===== config.mk =====
export PLATFORM = sky130hd
export DESIGN_NAME = mqtt_utf8_string_validator_unit
export DESIGN_NICKNAME = d
export VERILOG_FILES = /design/src/design/mqv_pkg.sv /design/src/design/mqv_step.sv /design/src/design/mqtt_utf8_string_validator_unit.sv
export SDC_FILE = /design/constraint.sdc
export NUM_CORES = 1
export LEC_CHECK = 0
export ABC_AREA = 1
export BUFFER_PORTS_ARGS = -buffer_cell sky130_fd_sc_hd__clkbuf_2
export CAP_MARGIN = 30
export CORE_ASPECT_RATIO = 1.75
export CORE_MARGIN = 4
export CORE_UTILIZATION = 33
export DETAILED_ROUTE_END_ITERATION = 16
export MAX_ROUTING_LAYER = met4
export PLACE_DENSITY = 0.63
export SYNTH_ARGS = -nofsm -noshare
export SYNTH_HDL_FRONTEND = slang
export SYNTH_SLANG_ARGS = --single-unit

===== constraint.sdc =====
create_clock -name clk_i -period 3.1 [get_ports clk_i]
set_input_delay 0.62 -clock clk_i [delete_from_list [all_inputs] [get_ports clk_i]]
set_output_delay 0.62 -clock clk_i [all_outputs]
set_load 0.01 [all_outputs]

===== src/design/mqv_pkg.sv =====
package mqv_pkg;

  localparam int unsigned DataW  = 8;
  localparam int unsigned LenW   = 16;
  localparam int unsigned CountW = LenW + 1;
  localparam int unsigned CpW    = 21;

  localparam logic [LenW-1:0] MaxLenReset = 16'hFFFF;

  // Code point limits from RFC 3629.
  localparam logic [CpW-1:0] CpMin2      = 21'h000080;
  localparam logic [CpW-1:0] CpMin3      = 21'h000800;
  localparam logic [CpW-1:0] CpMin4      = 21'h010000;
  localparam logic [CpW-1:0] CpSurrLo    = 21'h00D800;
  localparam logic [CpW-1:0] CpSurrHi    = 21'h00DFFF;
  localparam logic [CpW-1:0] CpMax       = 21'h10FFFF;

  localparam logic [DataW-1:0] CtlLastLow = 8'h1F;
  localparam logic [DataW-1:0] CtlDel     = 8'h7F;
  localparam logic [DataW-1:0] LeadC2     = 8'hC2;
  localparam logic [DataW-1:0] C1Lo       = 8'h80;
  localparam logic [DataW-1:0] C1Hi       = 8'h9F;

  typedef enum logic [1:0] {
    ST_OK       = 2'd0,
    ST_TOO_LONG = 2'd1,
    ST_BAD_UTF8 = 2'd2,
    ST_CONTROL  = 2'd3
  } status_e;

  // Running state of the string being checked.
  typedef struct packed {
    logic [1:0]        pending;
    logic [1:0]        kind;
    logic [CpW-1:0]    accum;
    logic              prev_c2;
    logic [CountW-1:0] byte_count;
    logic              utf8_err;
    logic              control_seen;
  } str_state_t;

endpackage


===== src/design/mqv_step.sv =====
module mqv_step (
  input  mqv_pkg::str_state_t         state_i,
  input  logic [mqv_pkg::DataW-1:0]   byte_i,
  input  logic                        no_byte_i,
  input  logic [mqv_pkg::LenW-1:0]    max_len_i,
  output mqv_pkg::str_state_t         state_o,
  output mqv_pkg::status_e            status_o
);

  mqv_pkg::str_state_t        nxt;
  logic [mqv_pkg::CpW-1:0]    acc;
  logic [mqv_pkg::CountW-1:0] max_ext;

  assign max_ext = {1'b0, max_len_i};
  assign acc     = {state_i.accum[mqv_pkg::CpW-7:0], byte_i[5:0]};

  always_comb begin
    nxt = state_i;
    if (!no_byte_i) begin
      if (state_i.byte_count <= max_ext) begin
        nxt.byte_count = state_i.byte_count + mqv_pkg::CountW'(1);
      end
      if (byte_i <= mqv_pkg::CtlLastLow || byte_i == mqv_pkg::CtlDel ||
          (state_i.prev_c2 && byte_i >= mqv_pkg::C1Lo && byte_i <= mqv_pkg::C1Hi)) begin
        nxt.control_seen = 1'b1;
      end
      nxt.prev_c2 = (byte_i == mqv_pkg::LeadC2);

      if (state_i.pending == 2'd0) begin
        // Expecting a lead byte; plain ASCII leaves the decoder alone.
        if (!byte_i[7]) begin
          nxt.pending = 2'd0;
        end else if (byte_i[7:5] == 3'b110) begin
          nxt.kind    = 2'd1;
          nxt.pending = 2'd1;
          nxt.accum   = {16'd0, byte_i[4:0]};
        end else if (byte_i[7:4] == 4'b1110) begin
          nxt.kind    = 2'd2;
          nxt.pending = 2'd2;
          nxt.accum   = {17'd0, byte_i[3:0]};
        end else if (byte_i[7:3] == 5'b11110) begin
          nxt.kind    = 2'd3;
          nxt.pending = 2'd3;
          nxt.accum   = {18'd0, byte_i[2:0]};
        end else begin
          nxt.utf8_err = 1'b1;
        end
      end else if (byte_i[7:6] != 2'b10) begin
        nxt.utf8_err = 1'b1;
        nxt.pending  = 2'd0;
      end else begin
        nxt.accum   = acc;
        nxt.pending = state_i.pending - 2'd1;
        if (state_i.pending == 2'd1) begin
          if ((state_i.kind == 2'd1 && acc < mqv_pkg::CpMin2) ||
              (state_i.kind == 2'd2 && acc < mqv_pkg::CpMin3) ||
              (state_i.kind == 2'd3 && acc < mqv_pkg::CpMin4) ||
              (acc >= mqv_pkg::CpSurrLo && acc <= mqv_pkg::CpSurrHi) ||
              acc > mqv_pkg::CpMax) begin
            nxt.utf8_err = 1'b1;
          end
        end
      end
    end
  end

  always_comb begin
    if (nxt.byte_count > max_ext) begin
      status_o = mqv_pkg::ST_TOO_LONG;
    end else if (nxt.utf8_err || nxt.pending != 2'd0) begin
      status_o = mqv_pkg::ST_BAD_UTF8;
    end else if (nxt.control_seen) begin
      status_o = mqv_pkg::ST_CONTROL;
    end else begin
      status_o = mqv_pkg::ST_OK;
    end
  end

  assign state_o = nxt;

endmodule


===== src/design/mqtt_utf8_string_validator_unit.sv =====
// Flow: each word is registered in the input register; the word that ends a string moves on
// into the result register once that register is free or is being emptied.
// Throughput: one byte word per cycle while the result register can take the status of
// each string end, and results can leave back to back.
// Reset (rst_ni low, asynchronous) empties both registers and clears the string
// state; the length limit returns to 65535.
module mqtt_utf8_string_validator_unit (
  input  logic                       clk_i,
  input  logic                       rst_ni,
  // Length limit register.
  input  logic                       cfg_we_i,
  input  logic [mqv_pkg::LenW-1:0]   cfg_wdata_i,
  // Byte stream.
  input  logic                       s_axis_tvalid,
  output logic                       s_axis_tready,
  input  logic [7:0]                 s_axis_tdata,   // [7:0] data_byte
  input  logic                       s_axis_tuser,   // [0] no_byte
  input  logic                       s_axis_tlast,   // end of string
  // Status stream, one word per string.
  output logic                       m_axis_tvalid,
  input  logic                       m_axis_tready,
  output logic [7:0]                 m_axis_tdata    // [1:0] status, [7:2] zero
);

  // The input register holds one word. The string state and the result register
  // sit behind it. A word that does not end a string always moves on; a word
  // that ends a string moves on only when the result register is free or is
  // being emptied in the same cycle.
  logic                      in_vld_q;
  logic [mqv_pkg::DataW-1:0] in_byte_q;
  logic                      in_nob_q;
  logic                      in_last_q;

  logic [mqv_pkg::LenW-1:0]  max_len_q;
  mqv_pkg::str_state_t       str_q, str_next;
  mqv_pkg::status_e          status_next;

  logic                      out_vld_q;
  mqv_pkg::status_e          out_status_q;

  logic out_free;
  logic adv;

  assign out_free      = !out_vld_q || m_axis_tready;
  assign adv           = in_vld_q && (!in_last_q || out_free);
  assign s_axis_tready = !in_vld_q || adv;

  always_ff @(posedge clk_i or negedge rst_ni) begin
    if (!rst_ni) begin
      max_len_q <= mqv_pkg::MaxLenReset;
    end else if (cfg_we_i) begin
      max_len_q <= cfg_wdata_i;
    end
  end

  always_ff @(posedge clk_i or negedge rst_ni) begin
    if (!rst_ni) begin
      in_vld_q <= 1'b0;
    end else if (s_axis_tready) begin
      in_vld_q <= s_axis_tvalid;
    end
  end

  always_ff @(posedge clk_i) begin
    if (s_axis_tready && s_axis_tvalid) begin
      in_byte_q <= s_axis_tdata;
      in_nob_q  <= s_axis_tuser;
      in_last_q <= s_axis_tlast;
    end
  end

  mqv_step u_step (
    .state_i   (str_q),
    .byte_i    (in_byte_q),
    .no_byte_i (in_nob_q),
    .max_len_i (max_len_q),
    .state_o   (str_next),
    .status_o  (status_next)
  );

  // The end of a string wipes the state so the next word starts fresh.
  always_ff @(posedge clk_i or negedge rst_ni) begin
    if (!rst_ni) begin
      str_q <= '0;
    end else if (adv) begin
      str_q <= in_last_q ? '0 : str_next;
    end
  end

  always_ff @(posedge clk_i or negedge rst_ni) begin
    if (!rst_ni) begin
      out_vld_q <= 1'b0;
    end else if (adv && in_last_q) begin
      out_vld_q <= 1'b1;
    end else if (m_axis_tready) begin
      out_vld_q <= 1'b0;
    end
  end

  always_ff @(posedge clk_i) begin
    if (adv && in_last_q) begin
      out_status_q <= status_next;
    end
  end

  assign m_axis_tvalid = out_vld_q;
  assign m_axis_tdata  = {6'd0, out_status_q};

  // A string end always leaves the decoder state empty.
  a_clear_after_last: assert property (@(posedge clk_i) disable iff (!rst_ni)
    adv && in_last_q |=> str_q.byte_count == '0 && str_q.pending == 2'd0)
    else $error("string state not cleared after last word");

  // The open sequence never expects more continuations than its lead announced.
  a_pending_le_kind: assert property (@(posedge clk_i) disable iff (!rst_ni)
    str_q.pending != 2'd0 |-> str_q.pending <= str_q.kind)
    else $error("pending continuations exceed sequence kind");

  // A status word appears only after a string end moved into the result register.
  a_out_from_last: assert property (@(posedge clk_i) disable iff (!rst_ni)
    $rose(out_vld_q) |-> $past(adv && in_last_q))
    else $error("status word without a string end");

  // The input side stalls only with both registers full.
  a_stall_cause: assert property (@(posedge clk_i) disable iff (!rst_ni)
    !s_axis_tready |-> in_vld_q && in_last_q && out_vld_q && !m_axis_tready)
    else $error("input stalled without a full result register");

endmodule

* After elaboration in Yosys (flattened, before gate mapping)
Index checks and enable logic that the tools add are counted.
Cells by class: add/sub/neg operators 2, $mul 0, div/mod/pow operators 0, magnitude comparators 11, equal/unequal tests 14, shift-type cells 0, muxes and demuxes 26, bitwise logic cells 0, reduce and logical (&&, ||, !) cells 31
Operators by type and width (number):
- $mux 45 | 2
- $mux 25 | 3
- $mux 21 | 2
- $mux 23 | 1
- $ge 21x16->1 const B | 1
- $gt 21x21->1 const B | 1
- $le 21x16->1 const B | 1
- $lt 21x12->1 const B | 1
- $lt 21x17->1 const B | 1
- $lt 21x8->1 const B | 1
- $add 17x1->17 const B | 1
- $gt 17x16->1 | 1
- $le 17x16->1 | 1
- $mux 17 | 1
- $mux 2 | 6
- $mux 1 | 11
- $logic_or 1x1->1 | 10
- $reduce_and 5->1 | 2
- $logic_and 1x1->1 | 9
- $eq 8x7->1 const B | 1
- $eq 8x8->1 const B | 1
- $ge 8x8->1 const B | 1
- $le 8x5->1 const B | 1
- $le 8x8->1 const B | 1
- other kinds (16) | 23
Word-level totals: register bits 69, bits in latches 0, memory bits (writable) 0, ROM bits 0, input bits 31, output and inout port bits 10, logic and storage cells 98, memories 0

* Depth between registers and ports, before layout
Gate-level depths: netlist of run 1.
depth after elaboration 14, depth in mapped cells 31, mapped depth without buffers 30

* Hierarchy
Synthesis of run 1 repeated with hierarchy kept, for this count alone.
Unflattened totals: cell total of the unflattened synthesis 693, area total of the unflattened synthesis 5038.6 um^2
By module, submodules not included:
- mqtt_utf8_string_validator_unit | instances 1, cells an instance 289, area an instance 2862.7 um^2, seq. area each 1956.9 um^2
- mqv_step | instances 1, cells an instance 404, area an instance 2175.8 um^2, seq. area each 0.0 um^2

* Worst setup path before layout of run 1
OpenSTA, ideal clock, no wires.
path kind register to register, start point reg max_len_q[4] (netlist bit), end point reg out_status_q[1], data pin, setup time 254 ps, arrival 2854 ps, slack -8 ps, stages on the path, launching flop included 32, period minus slack after synthesis 3108 ps, path through dfstp_2 inv_1 ha_1 nand2_1 nor2_1 nand2_1 nand3_1 nand2_1 nand2_1 nand2_1 nand2_4 nand2_4 buf_6 nand3_1 nand2_1 and2_1 ha_1 nand2_1 nor2_1 nand2_1 nand3_1 nand2_1 nand2_1 nand2_1 nand2_1 nand2_1 nand2_1 nand2_1 nand2_1 nand2_1 nand2_1 nor2_2
Between the ends: longest elaborated chain between the ends 4
Ends and longest elaborated chain:
- start, declared | RTL line mqtt_utf8_string_validator_unit.sv:34 | logic [mqv_pkg::LenW-1:0] max_len_q;
- start signal, assigned | RTL line mqtt_utf8_string_validator_unit.sv:50 | max_len_q <= mqv_pkg::MaxLenReset;
- start signal, assigned | RTL line mqtt_utf8_string_validator_unit.sv:52 | max_len_q <= cfg_wdata_i;
- $le 17x16->1 | RTL line mqv_step.sv:20 | if (state_i.byte_count <= max_ext) begin
- $mux 17 | RTL line mqv_step.sv:20
- $mux 45 | RTL line mqv_step.sv:19 | if (!no_byte_i) begin
- $gt 17x16->1 * | RTL line mqv_step.sv:68 | if (nxt.byte_count > max_ext) begin
- end signal, assigned | RTL line mqtt_utf8_string_validator_unit.sv:102 | out_status_q <= status_next;
- end, declared | RTL line mqtt_utf8_string_validator_unit.sv:39 | mqv_pkg::status_e out_status_q;
Mark *: on every way between the ends. The rest lies on a longest branch, timed or not. The select of a mux whose other input is x is not followed. A chain may end at the register's enable or synchronous reset.

* Worst setup path after layout of run 1
start point reg max_len_q[10] (netlist bit), end point reg out_status_q[0], data pin
Same word-level chain as after synthesis.

==> impl_metrics.ini, run 1 <==
[place]
dp_cells = 869
dpl_cell_area_mm2 = 0.005388
dpl_worst_slack_ns = -0.5792
gp_congestion = 0.9726
io_buffers = 34
dp_hpwl_mm = 10.25

[sta]
setup_tns_ns = -0.8594
fin_crit_sh = 1.143
finClkSkew_ns = 0.008946
rsz0062_at_grt = true
max-slew-margin-rel = 0.4689
min_period_ns = 3.542
max_freq_ghz = 0.2823
finalSetupViolCount = 2
fin_ws_ns = -0.4422
drv_slew = 0
worst_slew_pin_slew_ns = 0.7967
hold_viol = 0

[floorplanning]
die_area_mm2 = 0.01606
die_y_um = 164.7
rows = 57
start_util = 0.3346
die_w_um = 97.54
core_mm2 = 0.01384
ios = 41

[clock_network]
htree_levels = 3
clk_latency_ns = 0.34
clkTransAtPathRegs_ns = 0.06
cts_sinks = 69
cts_hold_buffers = 0
cts_buffer_depth = 2
cts_tree = built
cts_inserted_buffers = 9
root_buffer = clkbuf_16

[power]
p_sw_mw = 1.150
vdd.ir_drop.worst_v = 0.0003189
combinationalPowerShare = 0.346
p_sw_frac = 0.3461
p_seq_frac = 0.324
powerDensity_mw_per_mm2 = 538.3
p_int_mw = 2.171
power.share.clock = 0.330
leakagePower_nw = 3.014

[routing]
wl_per_cell_um = 15.39
vias = 4501
drc = 0
ant_nets = 0
drt-total-wl_mm = 13.88
routed_via_density = 4.990
first_iter_violations = 169
first_pass_iters = 4

[yosys]
synth_common_cells = nand2_1, inv_1, nand3_1
synthCells = 613
ys_seq_area_frac = 0.3903
ys_types = 40
synth_top_area_share = 0.2216
synth.most_common_cell = nand2_1
synthTopCellsByArea = dfrtp_1, nand2_1, ha_1, dfstp_2, edfxtp_1
avgSynthCellArea_um2 = 7.552
ys_dominant_reg_cell = dfrtp_1
async_reset_ff_frac = 0.8261
yosysWarnings = 0
synth_largest_area_cell = dfrtp_1
synth_edf_count = 12
netlist_area_mm2 = 0.004629
synth_seq_cells = 69

[finish]
nNetsFinal = 786
post-route-util = 0.4459
n_antenna_cell = 0
seqCellArea_mm2 = 0.001807
instances_no_fill = 902
postLayoutCellArea_mm2 = 0.006170
syn_to_final_growth_pct = 33.27
nFillCells = 1407
multi_input_area_mm2 = 0.002721
drive_gt1_frac = 0.3021

[critical_path]
startpoint_type = flip-flop
path_max_fanout = 4
worstSetupEndpointType = flip-flop
rrSetupSlack_ns = -0.44
r2r_end = out_status_q[0]
worstPathRequired_ns = 3.19
reg2reg_depth = 26
crit_arrival_ns = 3.64
crit_type = reg2reg
r2r-start = max_len_q[10]

[grt]
antenna_found_initial = 0
grt_pass1_vias = 4490
grt_pass1_wl_mm = 21.43
grt_usage = 0.1782
overflow = 0
grt_max_degree = 58

[job]
drv_cap = 0

[status]
status = finished, violations left
violations = setup timing

[min_path]
hp-class = in2async
cell families after synthesis:
kind of cell,share of synthesized area
other,0.0008100
flip-flops,0.3903
multiplexers,0.002432
buffers and inverters,0.09757
adder cells (fa/ha/maj),0.09459
AND/OR/NAND/NOR,0.3038
XOR/XNOR,0.01324
AO/OA/AOI/OAI,0.09730
critical path, cell delays in order (launching register included):
cell and delay (ns):
dfstp_2 0.52, inv_2 0.04, ha_4 0.26, nand4_1 0.13, buf_4 0.18, nor3_4 0.16
nand4_4 0.25, buf_6 0.22, nand2_8 0.07, nand3_2 0.07, nand2_2 0.08, and2_4 0.13
ha_1 0.21, nand2_1 0.09, nor2_1 0.05, buf_4 0.13, nand2_1 0.05, nand2_1 0.06
nand2_1 0.06, nand2_1 0.04, nand2_1 0.05, nand2_1 0.05, nand2_1 0.07, nand2_2 0.07
nand2_2 0.08, buf_4 0.11, nand3_2 0.04
power groups by stage:
stage,clock network [mW],registers [mW],logic (mW)
after floorplan,0,1.09,0.564
after global placement,0,1.09,0.902
after detailed placement,0,1.09,0.914
after CTS,1.11,1.08,1.03
after global routing,1.15,1.09,1.27
final,1.10,1.08,1.15
metal layers:
layer / share of wire / global-route usage / wire length (µm) / vias to the layer above
met2: 0.57 / 0.3451 / 7915 / 106
met3: 0.029 / 0.02790 / 407 / 59
met1: 0.33 / 0.1503 / 4592 / 2120
met4: 0.070 / 0.1317 / 966 / 0
met5: 0 / - / 0 / -
li1: - / - / - / 2216
registers in the layout, indices dropped and copies added (netlist names):
| register | flops |
|---|---|
| in_byte_q | 8 |
| str_q | 39 |
| out_status_q | 2 |
| m_axis_tvalid | 1 |
| in_nob_q | 1 |
| in_vld_q | 1 |
| max_len_q | 16 |
| in_last_q | 1 |
layout by cell type, fill, tap and decap left out, types with 6 or more instances in the layout:
cell and instances:
ha_4 11, nand3_2 6, buf_4 70, nor3_1 12, nand2_2 16, nand2_1 156
o21ai_0 24, dfrtp_1 41, conb_1 6, o21ai_1 21, edfxtp_1 12, clkbuf_2 34
inv_2 14, a21oi_1 19, nand4_1 16, ha_1 24, nor2_1 30, clkbuf_16 11
xor2_1 7, dfstp_2 16, inv_1 73, nand3_1 52
worst max-delay path by stage:
stage / start / end / slack (ns) / depth (start not counted)
after floorplan: max_len_q[3] / out_status_q[1] / 0.004 / 31
after global placement: max_len_q[12] / out_status_q[1] / -0.57 / 26
after detailed placement: max_len_q[12] / out_status_q[1] / -0.58 / 26
after CTS: max_len_q[9] / out_status_q[1] / -0.38 / 26
after global routing: max_len_q[10] / out_status_q[0] / -0.61 / 28
final: max_len_q[10] / out_status_q[0] / -0.44 / 26
layout make-up:
type	instances	share of cell area
flip-flops and latches	69	0.2928
inverters	87	0.05293
repair buffers	110	0.1251
well taps	177	0.03590
clock buffers	12	0.04685
clock inverters	4	0.005273
multi-input cells	443	0.4411
through the flow:
step                      power (mW)  hold WS (ns)
after global routing           3.511        0.4493
after floorplan                1.651        0.3244
after detailed placement       2.001        0.4843
after CTS                      3.216        0.4441
final                          3.321        0.4402
after global placement         1.987        0.4742
repair_timing:
item	in CTS	in global routing
gates cloned	1	1
setup buffers	6	9
setup endpoints to repair	2	2
pin swaps	8	13
resized for setup	28	31
Note: power is estimated with default switching activity, not from simulation.
==> run 2: changes to the inputs <==
Settings changed: CORE_ASPECT_RATIO 1.75 to 0.9.
==> impl_metrics.ini, run 2 (same netlist as run 1, synthesis figures left out) <==
[finish]
n_antenna_cell = 0
post-route-util = 0.4528
nNetsFinal = 794
final_cell_mix = nand2_1, buf_4, inv_1
layout_commonest_cell = nand2_1
syn_to_final_growth_pct = 32.65
top_regs = str_q: 39 flops, max_len_q: 16 flops, in_byte_q: 8 flops
instances_no_fill = 922
top_register = str_q
largest_reg_flops = 39
drive_gt1_frac = 0.3056

[place]
io_buffers = 34
dp_hpwl_mm = 8.710
dp_cells = 881
gp_congestion = 0.9150

[status]
status = finished, violations left
violations = setup timing

[power]
leakagePower_nw = 3.015
powerDensity_mw_per_mm2 = 522.3
vdd.ir_drop.worst_v = 0.0002522
power_mw = 3.207

[floorplanning]
die_w_um = 132.9
die_y_um = 120.4
start_util = 0.3413
rows = 40
die_area_mm2 = 0.01599
core_mm2 = 0.01356
ios = 41

[clock_network]
cts_tree = built
cts_buffer_depth = 2
clkTransAtPathRegs_ns = 0.06
clk_latency_ns = 0.34
cts_inserted_buffers = 9
htree_levels = 3
cts_sinks = 69
root_buffer = clkbuf_16
cts_hold_buffers = 0

[sta]
min_period_ns = 3.488
setup_tns_ns = -1.031
hold_viol = 0
fin_crit_sh = 1.125
drv_slew = 0
rsz0062_at_grt = true
worst_slew_pin_slew_ns = 0.5159
finClkSkew_ns = 0.007016
max-slew-margin-rel = 0.6561
fin_ws_ns = -0.3880
finalSetupViolCount = 3
max_freq_ghz = 0.2867

[critical_path]
worstSetupEndpointType = flip-flop
startpoint_type = flip-flop
crit_arrival_ns = 3.77
path_max_fanout = 4
worstPathRequired_ns = 3.38
crit_type = reg2reg

[grt]
use_met1 = 0.2200
grt_pass1_vias = 4108
top_usage_layer = met2
overflow = 0
antenna_found_initial = 0
grt.met2_usage = 0.2297
grt_pass1_wl_mm = 19.95
grt_usage = 0.1574
grt_max_degree = 32
grtUsageMet3 = 0.02496

[routing]
vias = 4317
ant_nets = 0
routed_via_density = 4.682
drc = 0
first_pass_iters = 6
drt-total-wl_mm = 11.97
first_iter_violations = 298
wl_per_cell_um = 12.99

[job]
drv_cap = 0

[min_path]
hp-class = in2async
==> run 2: stage by stage <==
| stage | setup WS [ns] | area, µm² | hold slack [ns] |
|---|---|---|---|
| 3_3_place_gp | -0.3150 | 5403 | 0.4818 |
| 2_1_floorplan | 0.004467 | 4663 | 0.3244 |
| 5_1_grt | -0.5673 | 6141 | 0.1662 |
| 6_report | -0.3880 | 6141 | 0.1497 |
| 3_5_place_dp | -0.3054 | 5403 | 0.4824 |
| 4_1_cts | -0.2221 | 5962 | 0.1481 |
==> run 2: per-layer routing <==
layer	vias up	part of all wire
met3	18	0.043
met4	0	0.023
met1	1963	0.49
li1	2240	-
met2	96	0.44
met5	-	0
==> run 2: repair_timing <==
item,CTS,global route
pin swaps,22,32
gates cloned,0,1
buffers inserted,17,7
endpoints found under the setup margin,2,3
resized for setup,30,22
hold endpoints to repair,0,0
==> run 2: where the power goes <==
| group | switching, mW | leakage [nW] | internal (mW) | total (mW) |
|---|---|---|---|---|
| clock network | 0.414 | 0.133 | 0.544 | 0.958 |
| logic | 0.638 | 2.04 | 0.539 | 1.18 |
| registers | 0.0548 | 0.841 | 1.02 | 1.07 |
==> run 2: cell type report <==
cell class                      count  area [µm²]
Timing Repair Buffer              119       823.3
Clock inverter                      7       48.80
Tap cell                          189       236.5
Fill cell                        1345        7422
Multi-Input combinational cell    442        2674
Clock buffer                        9       225.2
Inverter                           87       326.6
Sequential cell                    69        1807
==> run 2: worst max-delay path: stages (launching register included) <==
cell and delay, ns:
dfstp_2 0.52, inv_2 0.04, ha_4 0.26, nand4_1 0.14, buf_4 0.18, nor3_4 0.13
nand4_4 0.18, buf_6 0.18, buf_4 0.13, nand3_2 0.07, nand2_2 0.07, buf_4 0.12
buf_4 0.12, buf_4 0.12, buf_4 0.12, buf_4 0.12, buf_4 0.12, buf_4 0.12
buf_4 0.12, buf_4 0.12, buf_4 0.12, buf_4 0.12, nand2_1 0.06, nand3_2 0.07
nand2_1 0.06
==> run 2: final timing paths <==
| check | cells past startpoint | slack [ns] | to | from |
|---|---|---|---|---|
| worst max-delay path | 24 | -0.39 | str_q[6] | max_len_q[9] |
| worst min-delay path | 1 | 0.15 | str_q[12] | rst_ni |
| worst max register to register | 24 | -0.39 | str_q[6] | max_len_q[9] |
| worst min register to register | 2 | 0.49 | str_q[19] | str_q[19] |
| max in group asynchronous | 2 | 2.27 | str_q[19] | rst_ni |
| min in group clk_i | 1 | 0.45 | in_last_q | s_axis_tlast |
==> run 3: changes to the inputs <==
--- a/config.mk
+++ b/config.mk
@@ -13,4 +13,5 @@
 export CORE_UTILIZATION = 33
 export DETAILED_ROUTE_END_ITERATION = 16
+export GPL_TIMING_DRIVEN = 0
 export MAX_ROUTING_LAYER = met4
 export PLACE_DENSITY = 0.63
==> constraint.sdc (replaced) <==
create_clock -name clk_i -period 3.1 [get_ports clk_i]
set_input_delay 0.31 -clock clk_i [delete_from_list [all_inputs] [get_ports clk_i]]
set_output_delay 0.31 -clock clk_i [all_outputs]
set_load 0.01 [all_outputs]
==> impl_metrics.ini, run 3 (same netlist as run 1, synthesis figures left out) <==
[routing]
drc = 0
ant_nets = 0
drt-total-wl_mm = 11.80
first_pass_iters = 5
vias = 4186
wl_per_cell_um = 13.42
routed_via_density = 4.762
first_iter_violations = 236

[clock_network]
clk_latency_ns = 0.34
cts_buffer_depth = 2
cts_tree = built
cts_sinks = 69
cts_hold_buffers = 0
root_buffer = clkbuf_16
htree_levels = 3
cts_inserted_buffers = 9
clkTransAtPathRegs_ns = 0.06

[sta]
max_freq_ghz = 0.2866
max-slew-margin-rel = 0.4719
fin_ws_ns = -0.3893
finalSetupViolCount = 2
rsz0062_at_grt = true
fin_crit_sh = 1.126
worst_slew_pin_slew_ns = 0.7922
min_period_ns = 3.489
hold_viol = 0
drv_slew = 0
setup_tns_ns = -0.7268
finClkSkew_ns = 0.004019

[floorplanning]
rows = 40
die_w_um = 132.9
start_util = 0.3413
core_mm2 = 0.01356
die_y_um = 120.4
die_area_mm2 = 0.01599
ios = 41

[finish]
n_antenna_cell = 0
top_regs = str_q: 39 flops, max_len_q: 16 flops, in_byte_q: 8 flops
layout_commonest_cell = nand2_1
final_cell_mix = nand2_1, inv_1, nand3_1
drive_gt1_frac = 0.2551
nNetsFinal = 751
largest_reg_flops = 39
syn_to_final_growth_pct = 26.00
top_register = str_q

[grt]
grt.met2_usage = 0.2214
top_usage_layer = met2
grt_pass1_wl_mm = 19.36
grt_usage = 0.1538
overflow = 0
antenna_found_initial = 0
grt_max_degree = 58
grtUsageMet3 = 0.02288
grt_pass1_vias = 3953
use_met1 = 0.2187

[critical_path]
path_max_fanout = 6
crit_arrival_ns = 3.59
r2r-start = max_len_q[12]
startpoint = max_len_q[12]
reg2reg_depth = 23
rrSetupSlack_ns = -0.39
r2r_end = out_status_q[1]
worstPathRequired_ns = 3.20
worstSetupEndpointType = flip-flop
startpoint_type = flip-flop
crit_type = reg2reg

[min_path]
hp-class = in2async

[status]
violations = setup timing
status = finished, violations left

[place]
dp_hpwl_mm = 8.528
io_buffers = 34
gp_congestion = 0.9348

[power]
leakagePower_nw = 2.766
vdd.ir_drop.worst_v = 0.0002690
power_mw = 3.088
powerDensity_mw_per_mm2 = 529.4

[job]
drv_cap = 0
==> run 3: stage by stage <==
step           area [µm²]    util  hold slack, ns  std cells  setup WS, ns
2_1_floorplan        4663       -         0.01441        618      0.004467
3_3_place_gp         5070  0.3738          0.4847        841       -0.5971
3_5_place_dp         5072  0.3740          0.4716        841       -0.6532
4_1_cts              5568  0.4105          0.1064        871       -0.4037
5_1_grt              5833  0.4301          0.1425        879       -0.5818
6_report             5833  0.4301         0.07233        879       -0.3893
==> run 3: critical path: stages, from the launching register on <==
cell and delay (ns):
dfstp_2 0.52, inv_2 0.05, ha_4 0.26, nand4_1 0.18
buf_4 0.21, nor3_4 0.16, nand4_4 0.15, nand2_8 0.13
clkbuf_16 0.14, nand4_1 0.10, and2_4 0.22, ha_4 0.25
nand2_2 0.06, o21a_1 0.24, nand2_1 0.08, nand2_1 0.05
nand2_1 0.06, nand2_1 0.04, nand2_1 0.05, nand2_1 0.05
nand2_1 0.06, nand2_2 0.08, nand2_2 0.07, nor2_2 0.03
==> run 3: layout make-up <==
class / instances / area (µm²)
buffer: 21 / 128.9
multi-input combinational: 441 / 2688
clock buffer: 10 / 250.2
fill: 1370 / 7730
timing repair buffer: 56 / 352.8
clock inverter: 6 / 43.79
tap: 189 / 236.5
sequential: 69 / 1807
inverter: 87 / 326.6
==> run 3: what timing repair did <==
action,CTS,global route
pin swaps,24,27
resized for setup,22,35
gates cloned,1,1
endpoints found under the setup margin,2,2
setup buffers,13,7
==> run 3: worst max-delay path by stage <==
stage                                 end  slack [ns]  depth (start not counted)
after floorplan           out_status_q[1]       0.004                         31
after global placement    out_status_q[1]       -0.60                         23
after detailed placement  out_status_q[1]       -0.65                         23
after CTS                 out_status_q[0]       -0.40                         21
after global routing      out_status_q[1]       -0.58                         24
final                     out_status_q[1]       -0.39                         23
==> run 3: where the power goes <==
part | switching (mW) | internal [mW]
sequential | 0.0835 | 1.02
combinational | 0.571 | 0.404
clock | 0.419 | 0.593
==> run 3: per-layer routing <==
metal / part of all wire / up-vias
li1: - / 2147
met1: 0.51 / 1946
met2: 0.44 / 76
met3: 0.037 / 17
met4: 0.017 / 0
met5: 0 / -
